$ cat config.mk
export PLATFORM = sky130hd
export DESIGN_NAME = bencode_token_parser
export DESIGN_NICKNAME = d
export VERILOG_FILES = /design/src/sv/bct_pkg.sv /design/src/sv/bencode_token_parser.sv /design/src/sv/bct_core.sv
export SDC_FILE = /design/constraint.sdc
export NUM_CORES = 1
export LEC_CHECK = 0
export ABC_AREA = 1
export BUFFER_PORTS_ARGS = -buffer_cell sky130_fd_sc_hd__buf_2
export CELL_PAD_IN_SITES_DETAIL_PLACEMENT = 1
export CELL_PAD_IN_SITES_GLOBAL_PLACEMENT = 2
export CORE_MARGIN = 10
export CORE_UTILIZATION = 35
export DETAILED_ROUTE_END_ITERATION = 10
export GPL_ROUTABILITY_DRIVEN = 0
export GPL_TIMING_DRIVEN = 0
export HOLD_SLACK_MARGIN = 0.15
export PLACE_DENSITY = 0.84
export SETUP_SLACK_MARGIN = 0.1
export SYNTH_ARGS = -nofsm -noshare
export SYNTH_HDL_FRONTEND = slang
export SYNTH_HIERARCHICAL = 1
export SYNTH_SLANG_ARGS = --single-unit
export TNS_END_PERCENT = 30
$ cat constraint.sdc
create_clock -name clk -period 15.83 [get_ports clk]
set_input_delay 0.7915 -clock clk [delete_from_list [all_inputs] [get_ports clk]]
set_output_delay 0.7915 -clock clk [all_outputs]
set_load 0.01 [all_outputs]
$ cat src/sv/bct_pkg.sv
// Shared types, character codes and sizes of the bencode token parser.
`default_nettype none

package bct_pkg;

	localparam int MAX_DEPTH = 32;
	localparam int DEPTH_W   = $clog2(MAX_DEPTH + 1);
	localparam int IDX_W     = (MAX_DEPTH > 1) ? $clog2(MAX_DEPTH) : 1;

	localparam logic [7:0] CH_D     = 8'h64;
	localparam logic [7:0] CH_L     = 8'h6C;
	localparam logic [7:0] CH_I     = 8'h69;
	localparam logic [7:0] CH_E     = 8'h65;
	localparam logic [7:0] CH_COLON = 8'h3A;
	localparam logic [7:0] CH_MINUS = 8'h2D;
	localparam logic [7:0] CH_ZERO  = 8'h30;
	localparam logic [7:0] CH_NINE  = 8'h39;

	localparam logic [30:0] LEN_LIMIT = 31'h7FFF_FFFF;
	localparam logic [63:0] POS_LIMIT = 64'h7FFF_FFFF_FFFF_FFFF;
	localparam logic [63:0] NEG_LIMIT = 64'h8000_0000_0000_0000;

	typedef enum logic [2:0] {
		EV_DICT_OPEN = 3'd0,
		EV_LIST_OPEN = 3'd1,
		EV_CLOSE     = 3'd2,
		EV_INTEGER   = 3'd3,
		EV_STR_HDR   = 3'd4,
		EV_NULL      = 3'd5,
		EV_STR_BYTE  = 3'd6,
		EV_ERROR     = 3'd7
	} ev_kind_t;

	typedef enum logic [2:0] {
		ERR_NONE      = 3'd0,
		ERR_NO_LEN    = 3'd1,
		ERR_NO_COLON  = 3'd2,
		ERR_NO_DIGITS = 3'd3,
		ERR_NO_E      = 3'd4,
		ERR_TOO_DEEP  = 3'd5,
		ERR_OVERFLOW  = 3'd6
	} err_code_t;

	typedef struct packed {
		ev_kind_t         kind;
		logic [63:0]      ival;
		logic [30:0]      slen;
		logic [7:0]       data;
		logic             key;
		logic             last;
		logic             text;
		logic [DEPTH_W-1:0] depth;
		logic             done;
		err_code_t        code;
	} event_t;

endpackage

`default_nettype wire

$ cat src/sv/bencode_token_parser.sv
// Top level of the bencode token parser: input register, parser core, event register.
//
//  channel | valid       | stall       | payload
//  byte    | byte_valid  | byte_stall  | byte_value, start_document
//  event   | event_valid | event_stall | event_kind .. error_code
//
// One byte is parsed per clock unless stalled; the outputs come from the event register.
// The whole per-byte step sits between the input register and the event register.
// Reset clears the control state; the container stack holds no reset value.
// A stalled event register holds the input register, which then stalls the byte side.
`default_nettype none

module bencode_token_parser (
	input  wire logic                        clk,
	input  wire logic                        arst_n,
	input  wire logic                        byte_valid,
	output logic                             byte_stall,
	input  wire logic [7:0]                  byte_value,
	input  wire logic                        start_document,
	output logic                             event_valid,
	input  wire logic                        event_stall,
	output logic [2:0]                       event_kind,
	output logic signed [63:0]               int_value,
	output logic [30:0]                      string_length,
	output logic [7:0]                       data_byte,
	output logic                             is_key,
	output logic                             last_byte,
	output logic                             text_valid,
	output logic [bct_pkg::DEPTH_W-1:0]      nest_depth,
	output logic                             document_done,
	output logic [2:0]                       error_code
);

	logic            valid_s1;
	logic [7:0]      byte_s1;
	logic            start_s1;
	logic            adv;
	logic            fire;
	logic            emit;
	bct_pkg::event_t ev;
	logic            ev_valid_q;
	bct_pkg::event_t ev_q;

	assign adv        = !ev_valid_q || !event_stall;
	assign byte_stall = valid_s1 && !adv;
	assign fire       = valid_s1 && adv;

	always_ff @(posedge clk or negedge arst_n) begin
		if (!arst_n) begin
			valid_s1 <= 1'b0;
		end else if (!byte_stall) begin
			valid_s1 <= byte_valid;
		end
	end

	always_ff @(posedge clk) begin
		if (byte_valid && !byte_stall) begin
			byte_s1  <= byte_value;
			start_s1 <= start_document;
		end
	end

	bct_core u_core (
		.clk      (clk),
		.arst_n   (arst_n),
		.fire     (fire),
		.byte_in  (byte_s1),
		.start_in (start_s1),
		.emit     (emit),
		.ev       (ev)
	);

	always_ff @(posedge clk or negedge arst_n) begin
		if (!arst_n) begin
			ev_valid_q <= 1'b0;
		end else if (adv) begin
			ev_valid_q <= fire && emit;
		end
	end

	always_ff @(posedge clk) begin
		if (fire && emit) begin
			ev_q <= ev;
		end
	end

	assign event_valid   = ev_valid_q;
	assign event_kind    = ev_q.kind;
	assign int_value     = ev_q.ival;
	assign string_length = ev_q.slen;
	assign data_byte     = ev_q.data;
	assign is_key        = ev_q.key;
	assign last_byte     = ev_q.last;
	assign text_valid    = ev_q.text;
	assign nest_depth    = ev_q.depth;
	assign document_done = ev_q.done;
	assign error_code    = ev_q.code;

`ifndef NO_ASSERTIONS
	a_err_code: assert property (@(posedge clk) disable iff (!arst_n)
		(event_valid && event_kind == bct_pkg::EV_ERROR) |-> (error_code != bct_pkg::ERR_NONE))
		else $error("error event without a code");
	a_ok_code: assert property (@(posedge clk) disable iff (!arst_n)
		(event_valid && event_kind != bct_pkg::EV_ERROR) |-> (error_code == bct_pkg::ERR_NONE))
		else $error("code on a non-error event");
	a_text_last: assert property (@(posedge clk) disable iff (!arst_n)
		(event_valid && text_valid) |-> (last_byte && !is_key))
		else $error("text flag away from the last value byte");
`endif

endmodule

`default_nettype wire

$ cat src/sv/bct_core.sv
// Parser state and the per-byte step that turns one byte into at most one event.
`default_nettype none

module bct_core (
	input  wire logic          clk,
	input  wire logic          arst_n,
	input  wire logic          fire,
	input  wire logic [7:0]    byte_in,
	input  wire logic          start_in,
	output logic               emit,
	output bct_pkg::event_t    ev
);

	typedef enum logic [7:0] {
		PH_VALUE      = 8'b0000_0001,
		PH_KEY        = 8'b0000_0010,
		PH_LEN        = 8'b0000_0100,
		PH_BYTES      = 8'b0000_1000,
		PH_INT_START  = 8'b0001_0000,
		PH_INT_NEG    = 8'b0010_0000,
		PH_INT_DIGITS = 8'b0100_0000,
		PH_DONE       = 8'b1000_0000
	} phase_t;

	phase_t                        phase_q, ph, ph_n;
	logic [63:0]                   acc_q, acc, acc_n;
	logic                          neg_q, neg, neg_n;
	logic [30:0]                   rem_q, rem, rem_n;
	logic                          key_q, key, key_n;
	logic [1:0]                    ucnt_q, ucnt, ucnt_n;
	logic [2:0]                    ucls_q, ucls, ucls_n;
	logic                          uok_q, uok, uok_n;
	logic [bct_pkg::DEPTH_W-1:0]   dep_q, dep, dep_n;
	logic                          top_q, top, top_n;
	bct_pkg::err_code_t            err_q, err, err_n;
	logic                          stack_q [bct_pkg::MAX_DEPTH];
	logic                          push;
	logic [bct_pkg::DEPTH_W-1:0]   dep_m2;
	logic                          below;
	logic                          digit;
	logic [3:0]                    dval;
	logic [67:0]                   prod;
	logic [63:0]                   limit;
	logic [7:0]                    lo, hi;

	// Stack entries hold 0 for a dictionary and 1 for a list; the top is kept in top_q.
	always_comb begin
		ph   = start_in ? PH_VALUE : phase_q;
		acc  = start_in ? 64'd0 : acc_q;
		neg  = start_in ? 1'b0 : neg_q;
		rem  = start_in ? 31'd0 : rem_q;
		key  = start_in ? 1'b0 : key_q;
		ucnt = start_in ? 2'd0 : ucnt_q;
		ucls = start_in ? 3'd0 : ucls_q;
		uok  = start_in ? 1'b1 : uok_q;
		dep  = start_in ? '0 : dep_q;
		top  = start_in ? 1'b1 : top_q;
		err  = start_in ? bct_pkg::ERR_NONE : err_q;

		digit  = (byte_in >= bct_pkg::CH_ZERO) && (byte_in <= bct_pkg::CH_NINE);
		dval   = digit ? 4'(byte_in - bct_pkg::CH_ZERO) : 4'd0;
		prod   = {1'b0, acc, 3'b000} + {3'b000, acc, 1'b0} + 68'(dval);
		dep_m2 = dep - bct_pkg::DEPTH_W'(2);
		below  = stack_q[dep_m2[bct_pkg::IDX_W-1:0]];
		limit  = neg ? bct_pkg::NEG_LIMIT : bct_pkg::POS_LIMIT;
		lo     = 8'h80;
		hi     = 8'hBF;

		ph_n = ph; acc_n = acc; neg_n = neg; rem_n = rem; key_n = key;
		ucnt_n = ucnt; ucls_n = ucls; uok_n = uok; dep_n = dep; top_n = top;
		err_n = err; push = 1'b0; emit = 1'b0;
		ev = '0;
		ev.kind = bct_pkg::EV_ERROR;
		ev.code = bct_pkg::ERR_NONE;

		if (err == bct_pkg::ERR_NONE) begin
			case (ph)
				PH_VALUE, PH_KEY: begin
					if (ph == PH_VALUE && (byte_in == bct_pkg::CH_D || byte_in == bct_pkg::CH_L)) begin
						if (dep >= bct_pkg::DEPTH_W'(bct_pkg::MAX_DEPTH)) begin
							err_n = bct_pkg::ERR_TOO_DEEP;
							emit = 1'b1;
							ev.code = bct_pkg::ERR_TOO_DEEP;
						end else begin
							push = 1'b1;
							top_n = (byte_in == bct_pkg::CH_L);
							dep_n = dep + bct_pkg::DEPTH_W'(1);
							ph_n = (byte_in == bct_pkg::CH_L) ? PH_VALUE : PH_KEY;
							emit = 1'b1;
							ev.kind = (byte_in == bct_pkg::CH_L) ? bct_pkg::EV_LIST_OPEN
								: bct_pkg::EV_DICT_OPEN;
						end
					end else if (ph == PH_VALUE && byte_in == bct_pkg::CH_I) begin
						acc_n = '0;
						neg_n = 1'b0;
						ph_n = PH_INT_START;
					end else if (byte_in == bct_pkg::CH_E &&
						(ph == PH_KEY || (dep != '0 && top))) begin
						dep_n = dep - bct_pkg::DEPTH_W'(1);
						emit = 1'b1;
						ev.kind = bct_pkg::EV_CLOSE;
						if (dep_n == '0) begin
							ph_n = PH_DONE;
							ev.done = 1'b1;
						end else begin
							top_n = below;
							ph_n = below ? PH_VALUE : PH_KEY;
						end
					end else if (digit) begin
						acc_n = 64'(dval);
						key_n = (ph == PH_KEY);
						ph_n = PH_LEN;
					end else begin
						err_n = bct_pkg::ERR_NO_LEN;
						emit = 1'b1;
						ev.code = bct_pkg::ERR_NO_LEN;
					end
				end
				PH_LEN: begin
					if (digit) begin
						if (prod > 68'(bct_pkg::LEN_LIMIT)) begin
							err_n = bct_pkg::ERR_OVERFLOW;
							emit = 1'b1;
							ev.code = bct_pkg::ERR_OVERFLOW;
						end else begin
							acc_n = prod[63:0];
						end
					end else if (byte_in != bct_pkg::CH_COLON) begin
						err_n = bct_pkg::ERR_NO_COLON;
						emit = 1'b1;
						ev.code = bct_pkg::ERR_NO_COLON;
					end else begin
						rem_n = acc[30:0];
						ucnt_n = 2'd0;
						ucls_n = 3'd0;
						uok_n = 1'b1;
						emit = 1'b1;
						if (acc[30:0] == '0) begin
							if (key) begin
								ph_n = PH_VALUE;
								ev.kind = bct_pkg::EV_STR_HDR;
								ev.key = 1'b1;
							end else begin
								ev.kind = bct_pkg::EV_NULL;
								if (dep == '0) begin
									ph_n = PH_DONE;
									ev.done = 1'b1;
								end else begin
									ph_n = top ? PH_VALUE : PH_KEY;
								end
							end
						end else begin
							ph_n = PH_BYTES;
							ev.kind = bct_pkg::EV_STR_HDR;
							ev.slen = acc[30:0];
							ev.key = key;
						end
					end
				end
				PH_BYTES: begin
					// Strict UTF-8 tracking: count of continuation bytes due and the
					// range class of the next one.
					if (!key && uok) begin
						if (ucnt == 2'd0) begin
							if (byte_in < 8'h80) begin
								ucls_n = 3'd0;
							end else if (byte_in >= 8'hC2 && byte_in <= 8'hDF) begin
								ucnt_n = 2'd1; ucls_n = 3'd0;
							end else if (byte_in == 8'hE0) begin
								ucnt_n = 2'd2; ucls_n = 3'd1;
							end else if (byte_in == 8'hED) begin
								ucnt_n = 2'd2; ucls_n = 3'd2;
							end else if (byte_in >= 8'hE1 && byte_in <= 8'hEF) begin
								ucnt_n = 2'd2; ucls_n = 3'd0;
							end else if (byte_in == 8'hF0) begin
								ucnt_n = 2'd3; ucls_n = 3'd3;
							end else if (byte_in >= 8'hF1 && byte_in <= 8'hF3) begin
								ucnt_n = 2'd3; ucls_n = 3'd0;
							end else if (byte_in == 8'hF4) begin
								ucnt_n = 2'd3; ucls_n = 3'd4;
							end else begin
								uok_n = 1'b0;
							end
						end else begin
							case (ucls)
								3'd1: lo = 8'hA0;
								3'd2: hi = 8'h9F;
								3'd3: lo = 8'h90;
								3'd4: hi = 8'h8F;
								default: lo = 8'h80;
							endcase
							if (byte_in < lo || byte_in > hi) begin
								uok_n = 1'b0;
							end else begin
								ucnt_n = ucnt - 2'd1;
								ucls_n = 3'd0;
							end
						end
					end
					emit = 1'b1;
					ev.kind = bct_pkg::EV_STR_BYTE;
					ev.data = byte_in;
					ev.key = key;
					if (rem > 31'd1) begin
						rem_n = rem - 31'd1;
					end else begin
						rem_n = '0;
						ev.last = 1'b1;
						if (key) begin
							ph_n = PH_VALUE;
						end else begin
							ev.text = uok_n && (ucnt_n == 2'd0);
							if (dep == '0) begin
								ph_n = PH_DONE;
								ev.done = 1'b1;
							end else begin
								ph_n = top ? PH_VALUE : PH_KEY;
							end
						end
					end
				end
				PH_INT_START, PH_INT_NEG, PH_INT_DIGITS: begin
					if (ph == PH_INT_START && byte_in == bct_pkg::CH_MINUS) begin
						neg_n = 1'b1;
						ph_n = PH_INT_NEG;
					end else if (digit) begin
						if (prod > 68'(limit)) begin
							err_n = bct_pkg::ERR_OVERFLOW;
							emit = 1'b1;
							ev.code = bct_pkg::ERR_OVERFLOW;
						end else begin
							acc_n = prod[63:0];
							ph_n = PH_INT_DIGITS;
						end
					end else if (ph != PH_INT_DIGITS) begin
						err_n = bct_pkg::ERR_NO_DIGITS;
						emit = 1'b1;
						ev.code = bct_pkg::ERR_NO_DIGITS;
					end else if (byte_in != bct_pkg::CH_E) begin
						err_n = bct_pkg::ERR_NO_E;
						emit = 1'b1;
						ev.code = bct_pkg::ERR_NO_E;
					end else begin
						emit = 1'b1;
						ev.kind = bct_pkg::EV_INTEGER;
						ev.ival = neg ? (64'd0 - acc) : acc;
						if (dep == '0) begin
							ph_n = PH_DONE;
							ev.done = 1'b1;
						end else begin
							ph_n = top ? PH_VALUE : PH_KEY;
						end
					end
				end
				default: begin
					ph_n = ph;
				end
			endcase
		end
		ev.depth = dep_n;
	end

	always_ff @(posedge clk or negedge arst_n) begin
		if (!arst_n) begin
			phase_q <= PH_VALUE;
			acc_q   <= '0;
			neg_q   <= 1'b0;
			rem_q   <= '0;
			key_q   <= 1'b0;
			ucnt_q  <= 2'd0;
			ucls_q  <= 3'd0;
			uok_q   <= 1'b1;
			dep_q   <= '0;
			top_q   <= 1'b1;
			err_q   <= bct_pkg::ERR_NONE;
		end else if (fire) begin
			phase_q <= ph_n;
			acc_q   <= acc_n;
			neg_q   <= neg_n;
			rem_q   <= rem_n;
			key_q   <= key_n;
			ucnt_q  <= ucnt_n;
			ucls_q  <= ucls_n;
			uok_q   <= uok_n;
			dep_q   <= dep_n;
			top_q   <= top_n;
			err_q   <= err_n;
		end
	end

	always_ff @(posedge clk) begin
		if (fire && push) begin
			stack_q[dep[bct_pkg::IDX_W-1:0]] <= top_n;
		end
	end

`ifndef NO_ASSERTIONS
	a_depth_bound: assert property (@(posedge clk) disable iff (!arst_n)
		dep_q <= bct_pkg::DEPTH_W'(bct_pkg::MAX_DEPTH))
		else $error("open depth beyond the stack size");
	a_err_event: assert property (@(posedge clk) disable iff (!arst_n)
		(fire && emit && ev.kind == bct_pkg::EV_ERROR) |=> (err_q != bct_pkg::ERR_NONE))
		else $error("error event did not latch an error");
	a_utf8_cnt: assert property (@(posedge clk) disable iff (!arst_n)
		(ucnt_q == 2'd0) |-> (ucls_q == 3'd0))
		else $error("UTF-8 range class set with no continuation due");
`endif

endmodule

`default_nettype wire
==> impl_metrics.json, run 1 <==
{
  "path_class": "flop to flop",
  "initial_utilization": 0.355,
  "grt_max_degree": 71,
  "syn_area_mm2": 0.0271,
  "path_delay_family": "simple AND/OR/NAND/NOR gates",
  "worstPathRequired_ns": 16.09,
  "end_kind": "flop",
  "critPathArrivalTime_ns": 10.92,
  "cp_num_buf_inv": 10,
  "max_slew.worst_pin.slew_ns": 1.23,
  "netlist_instances": 4218,
  "crit_fanout": 38,
  "syn2layout_area_growth_pct": 11.9,
  "final_util": 0.397,
  "synth.distinct_cells": 65,
  "io_pins": 134,
  "synthFlopType": "edfxtp_1",
  "cts.clk_slew.worst_paths_ns": 0.06,
  "max_cap_viol_count": 0,
  "cts_buffers": 34,
  "grt_pass1_vias": 29500,
  "grt_use_total": 0.287,
  "critPathMaxStageDelay_ns": 0.74,
  "cpMaxStageDelayCell": "clkbuf_1",
  "post-route-drc-count": 0,
  "final_cell_mix": "nand2_1 (1,256), inv_1 (665), nor2_1 (519), a21oi_1 (279), o21ai_0 (214)",
  "layout.nets": 4614,
  "p_leak_nw": 16.0,
  "design_area_mm2": 0.0303,
  "synthAdderAreaFrac": 0.0966,
  "ys_seq_area_frac": 0.291,
  "rr_worst_depth": 40,
  "ant_nets": 0,
  "clock_skew_ns": 0.0314,
  "vias": 29800,
  "total_power_mw": 4.06,
  "final-instance-count-excl-fill": 5451,
  "wl_um": 132000,
  "outcome": "finished clean",
  "min_period_ns": 10.66,
  "reg2reg_from": "byte_s1[0]",
  "synth_compound_area_frac": 0.140,
  "syn-num-nets": 4439,
  "grt_pass1_wl_um": 196000,
  "powerDensity_mw_per_mm2": 134,
  "finalCritPeriodShare": 0.673,
  "startpoint": "byte_s1[0]",
  "port_buffers": 133,
  "ctsHoldBuffers": 0,
  "slew_viol_final": 0,
  "vdd_drop_max_mv": 0.0787,
  "synth_top_family_by_area": "simple AND/OR/NAND/NOR gates",
  "drt_iter0_markers": 2650,
  "rows": 101,
  "root_buffer": "clkbuf_16",
  "cts_resized": 0,
  "rr_endpoint": "int_value[19]",
  "clk_latency_ns": 0.58,
  "dp.cells": 5387,
  "drt-wirelength-per-cell_um": 24.2,
  "fin_setup_tns_ns": 0,
  "synth-xor-area-share": 0.0210,
  "path_common_cell": "nand2_1",
  "layout_commonest_cell": "nand2_1",
  "rsz0062_at_grt": "false",
  "clock_path_buffers": 3,
  "yosys_warnings": 6,
  "synthMuxAreaShare": 0.000739,
  "ys_seq_elements": 283,
  "drtPass1Iterations": 5,
  "viasPerCell": 5.46,
  "cts_num_sinks": 283,
  "core-area_mm2": 0.0763,
  "placed_area_mm2": 0.0292,
  "fp.dieW_um": 298,
  "synthArstFlopShare": 0.435,
  "max_slew_margin": 0.179,
  "place_hpwl_um": 107000,
  "hold_class": "input port to asynchronous set/reset pin",
  "post_cts_buffers": 0,
  "antenna_found_initial": 6,
  "syn_avg_cell_area_um2": 6.42,
  "finalHoldViolCount": 0,
  "drive_gt1_frac": 0.0742,
  "synth_edf_count": 160,
  "r2r_slack_ns": 5.17,
  "synthSimpleGateAreaFrac": 0.338,
  "cts_max_level": 2,
  "die_h_um": 298,
  "grt_remaining_overflow": 0,
  "cts_tree": "yes",
  "fmax_ghz": 0.0938,
  "setup_viol": 0,
  "cp-start-kind": "flop",
  "die_area_mm2": 0.0890
}
-- worst max-delay path by stage --
stage                         to  cells after the start
2_1_floorplan       data_byte[0]                     29
3_3_place_gp   string_length[14]                     29
3_5_place_dp   string_length[12]                     40
4_1_cts            int_value[19]                     40
5_1_grt            int_value[23]                     40
6_report           int_value[19]                     40
-- kinds of logic (layout without fill, tap and decap cells) --
| group | count (synthesis) | count (layout) |
|---|---|---|
| and+or+nand+nor | 2198 | 2198 |
| buffers and inverters | 798 | 999 |
| AOI/OAI and AO/OA | 664 | 664 |
| DFF | 283 | 283 |
| adders and majority gates | 208 | 208 |
| xor gates and xnor gates | 65 | 65 |
| muxes | 2 | 2 |
| other | 0 | 2 |
-- layer usage --
layer | track usage | part of all wire
met3 | 0.0427 | 0.076
met5 | 0 | 0.00036
met1 | 0.382 | 0.43
met4 | 0.109 | 0.042
met2 | 0.465 | 0.45
-- metrics by stage --
stage	hold slack [ns]	worst slack, ns
CTS	0.214	5.47
detailed placement	0.470	5.48
global placement	0.460	-1.88
finish	0.203	5.17
global route	0.239	4.91
floorplan	0.442	4.55
-- Yosys cell counts, drive strengths merged, types with 7 or more instances --
library cell  count  area [um^2]
nand4            56          350
a311oi            9         78.8
a211oi           16          120
a22oi            13         97.6
nor4             23          171
nor2            555         2210
xor2             58          508
inv             679         2550
o21ai           223         1120
a31oi            10         62.6
clkbuf           66          248
o22ai             9         56.3
nand2          1280         4880
o221ai           14          123
buf              47          240
xnor2             7         61.3
nand3           203         1050
a32oi            10         87.6
a21oi           284         1440
nand3b           16          120
nor3             47          260
ha              206         2580
o211ai           41          308
dfrtp           120         3000
o21bai            7         52.6
edfxtp          160         4800
-- power by group --
group	total, mW	switching, mW	internal [mW]
combinational	2.27	1.68	0.591
clock	0.803	0.356	0.447
sequential	0.984	0.0672	0.917
total	4.06	2.11	1.96
-- state kept, by name, summed over array words and instances (netlist names), 6 cells and up --
register	cells
int_value	64
u_core/acc_q	64
u_core/stack_q	32
string_length	31
u_core/rem_q	31
byte_s1	8
data_byte	8
u_core/phase_q	8
nest_depth	6
u_core/dep_q	6
-- cell type report --
cell class	instances	area [um^2]
clock buffers	43	905
inverters	685	2570
well taps	1030	1290
fillers	10200	46000
multi-input cells	3137	16200
flip-flops and latches	283	7890
clock inverters	19	211
plain buffers	113	492
repair buffers	139	795
diodes	2	5.00
(Power assumes the default switching activity.)
==> run 2: changes to the inputs <==
--- a/config.mk
+++ b/config.mk
@@ -5,7 +5,7 @@
 export SDC_FILE = /design/constraint.sdc
 export NUM_CORES = 1
 export LEC_CHECK = 0
-export ABC_AREA = 1
+export ABC_AREA = 0
 export BUFFER_PORTS_ARGS = -buffer_cell sky130_fd_sc_hd__buf_2
 export CELL_PAD_IN_SITES_DETAIL_PLACEMENT = 1
 export CELL_PAD_IN_SITES_GLOBAL_PLACEMENT = 2
@@ -15,7 +15,7 @@
 export GPL_ROUTABILITY_DRIVEN = 0
 export GPL_TIMING_DRIVEN = 0
 export HOLD_SLACK_MARGIN = 0.15
-export PLACE_DENSITY = 0.84
+export PLACE_DENSITY = 0.8
 export SETUP_SLACK_MARGIN = 0.1
 export SYNTH_ARGS = -nofsm -noshare
 export SYNTH_HDL_FRONTEND = slang
==> constraint.sdc (replaced) <==
create_clock -name clk -period 8.6 [get_ports clk]
set_input_delay 0.43 -clock clk [delete_from_list [all_inputs] [get_ports clk]]
set_output_delay 0.43 -clock clk [all_outputs]
set_load 0.01 [all_outputs]
==> run 2 against run 1 <==
  * Setup slack worse by 4.9 ns
  * Sequential power is 70% higher
  * Largest power group is now sequential cells
  * Cell count is 31% lower
==> impl_metrics.json, run 2 <==
{
  "outcome": "finished clean",
  "grt_remaining_overflow": 0,
  "rsz0062_at_grt": "false",
  "startpoint": "start_s1",
  "place_hpwl_um": 79600,
  "core-area_mm2": 0.0643,
  "cts_buffers": 36,
  "design_area_mm2": 0.0269,
  "dp.cells": 3635,
  "cts_num_sinks": 283,
  "setup_viol": 0,
  "rr_endpoint": "int_value[43]",
  "drt-wirelength-per-cell_um": 27.5,
  "layout.nets": 3081,
  "fill_cells": 7607,
  "placed_area_mm2": 0.0247,
  "max_cap_viol_count": 0,
  "post-route-drc-count": 0,
  "finalHoldViolCount": 0,
  "p_leak_nw": 12.0,
  "met2_usage": 0.409,
  "synth_area_leader_cell": "edfxtp_1",
  "path_delay_family": "buffers and inverters",
  "max_slew_margin": 0.140,
  "cp_num_buf_inv": 13,
  "min_period_ns": 8.36,
  "ys_seq_elements": 283,
  "yosysMostFrequentCell": "nor2_1",
  "syn2layout_area_growth_pct": 18.4,
  "syn_area_mm2": 0.0227,
  "slew_viol_final": 0,
  "finalCritPeriodShare": 0.972,
  "root_buffer": "clkbuf_16",
  "crit_fanout": 16,
  "grt_pass1_wl_um": 151000,
  "port_buffers": 133,
  "cp-start-kind": "flop",
  "netlist_instances": 2640,
  "clock_skew_ns": 0.0170,
  "critPathArrivalTime_ns": 8.63,
  "drtPass1Iterations": 5,
  "final_cell_mix": "nor2_1 (278), nand2_1 (271), a21oi_1 (207), ha_1 (205), o21ai_0 (185)",
  "antenna_found_initial": 5,
  "io_pins": 134,
  "cpMaxStageDelayCell": "fa_1",
  "critPathMaxStageDelay_ns": 0.48,
  "rows": 93,
  "drive_gt1_frac": 0.136,
  "cts_max_level": 2,
  "die_area_mm2": 0.0755,
  "powerDensity_mw_per_mm2": 169,
  "r2r_slack_ns": 0.24,
  "initial_utilization": 0.353,
  "clock_path_buffers": 3,
  "worstPathRequired_ns": 8.87,
  "path_common_cell": "clkbuf_8",
  "synth_edf_count": 160,
  "final-instance-count-excl-fill": 3744,
  "grt_use_total": 0.263,
  "vias": 23200,
  "fmax_ghz": 0.120,
  "syn_avg_cell_area_um2": 8.61,
  "syn-num-nets": 2861,
  "critPathCapture": "int_value[43]",
  "max_slew.worst_pin.slew_ns": 1.28,
  "die_h_um": 275,
  "drt_iter0_markers": 2164,
  "fp.dieW_um": 275,
  "ant_nets": 0,
  "synthArstFlopShare": 0.435,
  "top_usage_layer": "met2",
  "ys_seq_area_frac": 0.347,
  "yosys_warnings": 6,
  "met1_usage": 0.362,
  "rr_worst_depth": 34,
  "hold_class": "input port to flop",
  "synth.top_cell.area_share": 0.211,
  "grt_max_degree": 75,
  "path_class": "flop to flop",
  "hold_start": "event_stall",
  "end_kind": "flop",
  "holdWs_ns": 0.181,
  "synthFlopType": "edfxtp_1",
  "cts.clk_slew.worst_paths_ns": 0.06,
  "wl_um": 103000,
  "synth_area_leaders": "edfxtp_1 (21%), dfrtp_1 (13%), ha_1 (11%)",
  "cp.depth": 34,
  "yosys-top-cells-count": "nor2_1 (280), nand2_1 (276), a21oi_1 (220)",
  "layout_commonest_cell": "nor2_1",
  "final_util": 0.418,
  "viasPerCell": 6.20,
  "grt_use_met3": 0.0501,
  "cts_tree": "yes",
  "vdd_drop_max_mv": 0.116,
  "reg2reg_from": "start_s1",
  "grt_pass1_vias": 23300,
  "synth.distinct_cells": 96,
  "clk_latency_ns": 0.57
}
==> run 2: timing repair <==
action	CTS	global route
setup buffers	13	15
hold buffers	11	0
endpoints found under the hold margin	59	0
setup endpoints to repair	192	161
resized for setup	105	49
cloned	3	0
pin swaps	12	20
==> run 2: worst min-delay path: stages <==
cell,delay (ns)
buf_2,0.13
nand2_1,0.08
nand2_1,0.06
==> run 2: kinds of logic after synthesis <==
group,share of synthesized area
AND/OR/NAND/NOR,0.221
AO/OA/AOI/OAI,0.225
flip-flops,0.347
adder cells (fa/ha/maj),0.115
buffers and inverters,0.0350
XOR/XNOR,0.0435
multiplexers,0.0136
==> run 2: final cells by class <==
class / instances / area [um^2] / share of cell area
Timing Repair Buffer: 182 / 1250 / 0.0466
Clock buffer: 45 / 977 / 0.0363
Inverter: 59 / 223 / 0.00827
Clock inverter: 21 / 229 / 0.00851
Multi-Input combinational cell: 2162 / 14500 / 0.540
Buffer: 136 / 734 / 0.0273
Sequential cell: 283 / 7890 / 0.293
Antenna cell: 1 / 2.50 / 0.0000930
Tap cell: 855 / 1070 / 0.0397
==> run 2: routing by layer <==
| layer | vias up | share of wire |
|---|---|---|
| li1 | 10300 | - |
| met1 | 11800 | 0.44 |
| met2 | 987 | 0.45 |
| met5 | - | 0 |
| met3 | 170 | 0.081 |
| met4 | 0 | 0.032 |
==> run 2: how the worst min path moves through the flow <==
stage          slack, ns          endpoint  cells past startpoint
2_1_floorplan       0.13       event_valid                      0
3_3_place_gp        0.48  u_core/acc_q[56]                      1
3_5_place_dp        0.43  u_core/acc_q[36]                      1
4_1_cts             0.15       event_valid                      3
5_1_grt             0.17       event_valid                      3
6_report            0.18       event_valid                      3
==> run 2: where the power goes <==
part | switching [mW] | internal, mW
combinational | 0.892 | 0.398
clock | 0.651 | 0.933
sequential | 0.0690 | 1.60
total | 1.61 | 2.94
==> run 2: through the flow <==
step	total power [mW]	TNS, ns	setup WS [ns]
final	4.55	0	0.244
after global routing	4.72	0	0.0348
after CTS	4.52	0	0.152
after detailed placement	2.86	-739.59	-4.62
after global placement	2.82	-945.78	-6.14
after floorplan	2.34	0	0.108
==> run 3: changes to the inputs <==
--- a/config.mk
+++ b/config.mk
@@ -10,12 +10,12 @@
 export CELL_PAD_IN_SITES_DETAIL_PLACEMENT = 1
 export CELL_PAD_IN_SITES_GLOBAL_PLACEMENT = 2
 export CORE_MARGIN = 10
-export CORE_UTILIZATION = 35
+export CORE_UTILIZATION = 42
 export DETAILED_ROUTE_END_ITERATION = 10
 export GPL_ROUTABILITY_DRIVEN = 0
 export GPL_TIMING_DRIVEN = 0
 export HOLD_SLACK_MARGIN = 0.15
-export PLACE_DENSITY = 0.8
+export PLACE_DENSITY = 0.89
 export SETUP_SLACK_MARGIN = 0.1
 export SYNTH_ARGS = -nofsm -noshare
 export SYNTH_HDL_FRONTEND = slang
==> constraint.sdc (replaced) <==
create_clock -name clk -period 10.7 [get_ports clk]
set_input_delay 0.535 -clock clk [delete_from_list [all_inputs] [get_ports clk]]
set_output_delay 0.535 -clock clk [all_outputs]
set_load 0.01 [all_outputs]
==> run 3 against run 2 <==
  * Die area fell by 16%
  * Core utilization up 6.2 points
  * First-iteration DRC count grew 24%
  * Global-route usage increased by 3.7 points
==> impl_metrics.json, run 3 (synthesis gave the netlist of run 2 again) <==
{
  "grt_remaining_overflow": 0,
  "cts.clk_slew.worst_paths_ns": 0.06,
  "dp_slack_ns": -2.44,
  "powerDensity_mw_per_mm2": 137,
  "rr_worst_depth": 30,
  "antenna_found_initial": 2,
  "place_hpwl_um": 77800,
  "hold_path_depth": 2,
  "placed_area_mm2": 0.0244,
  "core-area_mm2": 0.0537,
  "cts_tree": "yes",
  "layout_setup_ws_ns": 0.274,
  "fin_setup_tns_ns": 0,
  "root_buffer": "clkbuf_16",
  "rsz0062_at_grt": "false",
  "cpMaxStageDelayCell": "a311oi_2",
  "final_cell_mix": "nor2_1 (280), nand2_1 (276), a21oi_1 (217), ha_1 (206), o21ai_0 (188)",
  "die_area_mm2": 0.0638,
  "met1_usage": 0.414,
  "top_usage_layer": "met2",
  "design_area_mm2": 0.0258,
  "worstPathRequired_ns": 10.94,
  "grt_use_total": 0.300,
  "drive_gt1_frac": 0.105,
  "reg2reg_from": "start_s1",
  "grt_max_degree": 68,
  "initial_utilization": 0.423,
  "cts_max_level": 2,
  "drtPass1Iterations": 6,
  "holdWs_ns": 0.184,
  "layout.nets": 3047,
  "cp-start-kind": "flop",
  "drt-wirelength-per-cell_um": 27.8,
  "fp.dieW_um": 253,
  "finalHoldViolCount": 0,
  "r2r_slack_ns": 0.27,
  "slew_viol_final": 0,
  "syn2layout_area_growth_pct": 13.5,
  "io_pins": 134,
  "hold_start": "byte_valid",
  "hold_class": "input port to flop",
  "p_leak_nw": 11.6,
  "viasPerCell": 6.56,
  "ant_nets": 0,
  "cts_buffers": 35,
  "layout_commonest_cell": "nor2_1",
  "max_cap_viol_count": 0,
  "max_slew.worst_pin.slew_ns": 1.36,
  "outcome": "finished clean",
  "rr_endpoint": "int_value[52]",
  "fmax_ghz": 0.0959,
  "dp.cells": 3476,
  "clock_path_buffers": 3,
  "min_period_ns": 10.43,
  "clk_latency_ns": 0.57,
  "finalCritPeriodShare": 0.974,
  "port_buffers": 133,
  "met2_usage": 0.462,
  "crit_fanout": 31,
  "final-instance-count-excl-fill": 3548,
  "vias": 23300,
  "wl_um": 98500,
  "setup_viol": 0,
  "critPathArrivalTime_ns": 10.67,
  "grt_use_met3": 0.0556,
  "grt_pass1_vias": 23300,
  "num_antenna_cells": 0,
  "drt_iter0_markers": 2675,
  "cts_num_sinks": 283,
  "critPathMaxStageDelay_ns": 0.76,
  "grt_pass1_wl_um": 147000,
  "die_h_um": 253,
  "path_class": "flop to flop",
  "post-route-drc-count": 0,
  "fill_cells": 6373,
  "vdd_drop_max_mv": 0.115,
  "clock_skew_ns": 0.0314,
  "end_kind": "flop",
  "holdPathEnd": "valid_s1",
  "rows": 85,
  "max_slew_margin": 0.0877
}
run 3: layout make-up:
| class | count | area [um^2] | share of cell area |
|---|---|---|---|
| buffer | 132 | 593 | 0.0230 |
| multi-input combinational | 2162 | 14100 | 0.547 |
| inverter | 59 | 223 | 0.00863 |
| tap | 696 | 871 | 0.0338 |
| clock buffer | 47 | 982 | 0.0381 |
| timing repair buffer | 153 | 952 | 0.0369 |
| clock inverter | 16 | 186 | 0.00723 |
| sequential | 283 | 7890 | 0.306 |
run 3: critical path, delay by kind of cell (launching register included):
family / cells / cell delay (ns)
AO/OA/AOI/OAI: 7 / 2.91
adder cells (fa/ha/maj): 3 / 0.97
buffers and inverters: 8 / 3.03
flip-flops: 1 / 0.45
multiplexers: 1 / 0.22
AND/OR/NAND/NOR: 11 / 2.37
run 3: worst max-delay path by stage:
stage                   from            end  slack, ns  cells past startpoint
finish              start_s1  int_value[52]       0.27                     30
detailed placement  start_s1  int_value[34]      -2.44                     32
CTS                 start_s1  int_value[30]       0.11                     32
floorplan           start_s1   data_byte[0]       0.52                     32
global route        start_s1  int_value[52]       0.08                     32
global placement    start_s1  int_value[34]      -5.71                     29
run 3: timing repair:
action	in CTS	in global routing
hold buffers	10	0
pin swaps	0	0
endpoints found under the hold margin	75	0
setup buffers	0	3
gates resized for setup	25	12
setup endpoints to repair	192	108
run 3: stage by stage:
step,utilization,power [mW]
after detailed placement,0.455,2.28
after global placement,0.452,2.25
after floorplan,-,1.88
after global routing,0.480,3.66
final,0.480,3.54
after CTS,0.480,3.53
run 3: metal layers:
layer  part of all wire  vias up
met4              0.034        0
met1               0.43    11700
met3              0.095      197
met5                  0        -
met2               0.44     1153
li1                   -    10200
run 3: power breakdown:
part | switching [mW] | internal [mW]
Sequential | 0.0579 | 1.29
Combinational | 0.685 | 0.268
Clock | 0.515 | 0.724
